<file path="src/hw/rtl/c2d_pkg.sv">
`default_nettype none
// ----------------------------------------------------------------------------
// c2d_pkg
// Shared types and constants of the multichannel convolution layer.
// ----------------------------------------------------------------------------
package c2d_pkg;

   localparam int DATA_W     = 16;
   localparam int FUNC_W     = 2;
   localparam int FILT_W     = 6;
   localparam int CHIDX_W    = 2;
   localparam int KIDX_W     = 3;
   localparam int ROW_W      = 10;
   localparam int OUTCOL_W   = 5;
   localparam int VAL_W      = 31;
   localparam int CSR_IDX_W  = 3;
   localparam int CSR_DATA_W = 11;
   localparam int MAX_HEIGHT = 1024;
   localparam int BIAS_SHIFT = 8;

   localparam logic [FUNC_W-1:0] FUNC_WEIGHT = 2'd0;
   localparam logic [FUNC_W-1:0] FUNC_BIAS   = 2'd1;
   localparam logic [FUNC_W-1:0] FUNC_PIXEL  = 2'd2;

   localparam logic [CSR_IDX_W-1:0] REG_WIDTH    = 3'd0;
   localparam logic [CSR_IDX_W-1:0] REG_HEIGHT   = 3'd1;
   localparam logic [CSR_IDX_W-1:0] REG_KERNEL   = 3'd2;
   localparam logic [CSR_IDX_W-1:0] REG_STRIDE   = 3'd3;
   localparam logic [CSR_IDX_W-1:0] REG_CHANNELS = 3'd4;
   localparam logic [CSR_IDX_W-1:0] REG_FILTERS  = 3'd5;

   typedef struct packed {
      logic accept;
      logic prep;
      logic tap;
      logic load_out;
      logic next_filter;
   } cmd_type;

   typedef struct packed {
      logic hit;
      logic tap_last;
      logic pipe_busy;
      logic filt_last;
      logic out_taken;
   } status_type;

endpackage
`default_nettype wire

</file>
<file path="src/hw/rtl/c2d_ctrl.sv">
`default_nettype none
// ----------------------------------------------------------------------------
// c2d_ctrl
// Sequencer: request intake, per-filter tap sweep, drain and result hand-off.
// ----------------------------------------------------------------------------
module c2d_ctrl (
   input  wire logic                clock,
   input  wire logic                reset,
   input  wire logic                req_valid,
   output logic                     req_ready,
   input  wire c2d_pkg::status_type status,
   output c2d_pkg::cmd_type         cmd
);
   typedef enum logic [4:0] {
      ST_IDLE  = 5'b00001,
      ST_PREP  = 5'b00010,
      ST_TAP   = 5'b00100,
      ST_DRAIN = 5'b01000,
      ST_EMIT  = 5'b10000
   } state_type;

   state_type state_ff, state_in;

   always_comb begin
      state_in = state_ff;
      cmd      = '0;
      case (state_ff)
         ST_IDLE: begin
            cmd.accept = req_valid;
            if (req_valid && status.hit) begin
               state_in = ST_PREP;
            end
         end
         ST_PREP: begin
            cmd.prep = 1'b1;
            state_in = ST_TAP;
         end
         ST_TAP: begin
            cmd.tap = 1'b1;
            if (status.tap_last) begin
               state_in = ST_DRAIN;
            end
         end
         ST_DRAIN: begin
            if (!status.pipe_busy) begin
               cmd.load_out = 1'b1;
               state_in     = ST_EMIT;
            end
         end
         ST_EMIT: begin
            if (status.out_taken) begin
               if (status.filt_last) begin
                  state_in = ST_IDLE;
               end else begin
                  cmd.next_filter = 1'b1;
                  state_in        = ST_PREP;
               end
            end
         end
         default: state_in = ST_IDLE;
      endcase
   end

   assign req_ready = (state_ff == ST_IDLE);

   always_ff @(posedge clock) begin
      if (reset) begin
         state_ff <= ST_IDLE;
      end else begin
         state_ff <= state_in;
      end
   end
endmodule
`default_nettype wire

</file>
<file path="config.mk">
export PLATFORM = sky130hd
export DESIGN_NAME = c2d_ctrl
export DESIGN_NICKNAME = d
export VERILOG_FILES = /design/src/hw/rtl/c2d_pkg.sv /design/src/hw/rtl/c2d_ctrl.sv
export SDC_FILE = /design/constraint.sdc
export NUM_CORES = 1
export LEC_CHECK = 0
export BUFFER_PORTS_ARGS = -buffer_cell sky130_fd_sc_hd__buf_4
export CAP_MARGIN = 5
export CORE_AREA = 2 2 39 41
export DETAILED_ROUTE_END_ITERATION = 8
export DIE_AREA = 0 0 41 43
export PLACE_DENSITY_LB_ADDON = 0.3
export SLEW_MARGIN = 40
export SYNTH_ARGS = -nofsm -noshare
export SYNTH_HDL_FRONTEND = slang
export SYNTH_SLANG_ARGS = --single-unit
</file>
<file path="constraint.sdc">
create_clock -name clock -period 2.85 [get_ports clock]
set_input_delay 0.57 -clock clock [delete_from_list [all_inputs] [get_ports clock]]
set_output_delay 0.57 -clock clock [all_outputs]
set_load 0.01 [all_outputs]
</file>
==> results_dict.tcl <==
set metrics [dict create \
    finalCriticalPeriod_ns 1.97 \
    replace_congestion 0.762 \
    setup.worst_path.class "reg2out" \
    worstHoldPathCells 2 \
    synth_top_cell_area_share 0.308 \
    detailed_place_hpwl_um 650 \
    grt.total_usage 0.108 \
    worst_slew_margin_rel 0.721 \
    post_drt_via_cell_ratio 4.80 \
    place_area_um2 430 \
    largest_register_ff_count 5 \
    first_global_vias 326 \
    hold_path.class "in2reg" \
    post-route-drc-count 0 \
    number_of_enable_type_register_cells_in_the_synthesized_netlist 0 \
    design_area_um2 457 \
    finalMaxSlewViolations 0 \
    grt_start_max_net_pins 9 \
    crit_path_end_kind "output pin" \
    timing.setup.tns_ns 0 \
    multi_input_area_um2 209 \
    final_setup_viols 0 \
    clock_sink_count 5 \
    cts.root.buffer_cell "sky130_fd_sc_hd__clkbuf_4" \
    cts_hold_repair.buffers 0 \
    top_fanout_value_on_the_critical_path 6 \
    post_cts_setup_buffers 0 \
    wl_um 786 \
    nFillCells 154 \
    synth-main-ff-cell "sky130_fd_sc_hd__dfxtp_1" \
    cts_h_tree_depth 1 \
    antenna_found_initial 0 \
    cts_buffers 3 \
    synth_top_area_cell "sky130_fd_sc_hd__dfxtp_1" \
    synthTopCellsByArea "sky130_fd_sc_hd__dfxtp_1 (31%), sky130_fd_sc_hd__nor2_1 (9.2%), sky130_fd_sc_hd__nand4_2 (7.7%)" \
    regMostFlops "state_ff" \
    reg_top3 "state_ff: 5 flops" \
    ctsResizeCount 0 \
    outcome "complete, no violations" \
    worst_skew_pair.late_latency_ns 0.24 \
    post_synth_instance_area_um2 325 \
    cp-start-kind "flop" \
    cellPowerDensity_nw_per_um2 607 \
    fin_worst_hold_slack_ns 0.530 \
    max_clock_freq_ghz 0.507 \
    postSynthAreaPerCell_um2 7.39 \
    areaGrowthSynthToFinish_pct 40.4 \
    final.period_utilization 0.692 \
    fin_nets 68 \
    netlist_instances 44 \
    post_route_utilization 0.330 \
    maximum_buffer_depth_of_the_clock_tree 2 \
    clkSlewWorstSetupHoldPaths_ns 0.04 \
    ioPinCount 14 \
    core_region_area_um2 1380 \
    numPortBuffers 13 \
    initial_utilization 0.235 \
    drv.max_cap_violation_count 0 \
    floorplan.die_area_um2 1760 \
    die_boundary_width_um 41 \
    rsz0062_at_grt "false" \
    routed-via-count 360 \
    floorplan.rows 14 \
    ff2ff_path_depth 5 \
    leakage_nw 0.201 \
    grt_first_pass_wirelength_mm 1.30 \
    syn_nets 52 \
    drtIter0Drc 6 \
    ys_types 22 \
    fp.dieH_um 43 \
    fraction_of_layout_cells_with_a_size_suffix_above_1 0.305 \
    n_antenna_cell 0 \
    grt-ovfl-total 0 \
    finalClockSkew_ns 0.00143 \
    yosys_warnings 0 \
    sequential_cell_area_um2 100 \
    ant_nets 0 \
    tritoncts "yes" \
    ys_ff_latch 5 \
    worst_ep_arrival_time_ns 1.40 \
    synthArstFlopShare 0 \
    vdd_drop_max_mv 0.390 \
    hold_violations 0 \
    ys_seq_area_frac 0.308 \
    tightest_slew_ns 0.415 \
    worstPathRequired_ns 2.28 \
    firstDrtPassIters 2 \
    wire_per_inst_um 10.5 \
]
==> path summary, 6_finish.rpt <==
path | endpoint | slack, ns | startpoint
min | state_ff[3]$_SDFFE_PP0P_ | 0.53 | reset
max | cmd[4] | 0.88 | state_ff[1]$_SDFFE_PP0P_
max reg2reg | state_ff[3]$_SDFFE_PP0P_ | 1.35 | state_ff[3]$_SDFFE_PP0P_
min reg2reg | state_ff[2]$_SDFFE_PP0P_ | 0.58 | state_ff[1]$_SDFFE_PP0P_
==> area by class of cell <==
cell class,count,area share
multi-input combinational,36,0.458
clock buffer,4,0.0575
tap,16,0.0438
sequential,5,0.219
inverter,1,0.00822
timing repair buffer,13,0.214
==> routing by layer <==
metal  GRT usage  wire length, um
met5           0                0
met4      0.0200                0
met3      0.0628               44
met2       0.153              362
met1       0.139              379
==> cell usage after synthesis, types with 2 or more instances <==
library cell,n
sky130_fd_sc_hd__and3_1,2
sky130_fd_sc_hd__nand3_1,2
sky130_fd_sc_hd__nand2_1,3
sky130_fd_sc_hd__a21oi_1,4
sky130_fd_sc_hd__nor3_1,2
sky130_fd_sc_hd__nor2_1,8
sky130_fd_sc_hd__dfxtp_1,5
sky130_fd_sc_hd__nand4_2,2
sky130_fd_sc_hd__nor2b_1,2
sky130_fd_sc_hd__o21ai_0,2
==> worst max-delay path, stage by stage, from the launching register on <==
cell and delay, ns:
sky130_fd_sc_hd__dfxtp_1 0.35, sky130_fd_sc_hd__nor2_1 0.29, sky130_fd_sc_hd__and3_1 0.27, sky130_fd_sc_hd__and2_1 0.14, sky130_fd_sc_hd__buf_4 0.11
==> layout by cell type, fill, tap and decap left out, types with 2 or more instances in the layout <==
cell | netlist | layout
sky130_fd_sc_hd__nor3_1 | 2 | 2
sky130_fd_sc_hd__o21ai_0 | 2 | 2
sky130_fd_sc_hd__nor2b_1 | 2 | 2
sky130_fd_sc_hd__clkbuf_4 | 0 | 3
sky130_fd_sc_hd__nand3_1 | 2 | 2
sky130_fd_sc_hd__dfxtp_1 | 5 | 5
sky130_fd_sc_hd__nor2_1 | 8 | 8
sky130_fd_sc_hd__a21oi_1 | 4 | 4
sky130_fd_sc_hd__nand4_2 | 2 | 2
sky130_fd_sc_hd__nand2_1 | 3 | 3
sky130_fd_sc_hd__and3_1 | 2 | 2
sky130_fd_sc_hd__buf_4 | 1 | 13
==> logic make-up (layout without fill, tap and decap cells) <==
kind of cell,count (synthesis),count (layout),share of synthesized area
buffers and inverters,3,18,0.0500
AO/OA/AOI/OAI,8,8,0.142
flip-flops,5,5,0.308
XOR/XNOR,1,1,0.0269
AND/OR/NAND/NOR,27,27,0.473
==> where the power goes <==
part	internal [mW]	switching, mW
Combinational	0.0490	0.0539
Sequential	0.0792	0.0154
Clock	0.0528	0.0268
Total	0.181	0.0961
==> metrics by stage <==
step,cells,worst slack [ns],power (mW)
after floorplan,44,1.24,0.161
after global placement,71,1.13,0.200
after detailed placement,71,1.13,0.200
after CTS,75,0.866,0.283
after global routing,75,0.761,0.297
final,75,0.879,0.277
No activity file was read; power rests on OpenSTA's default activity.
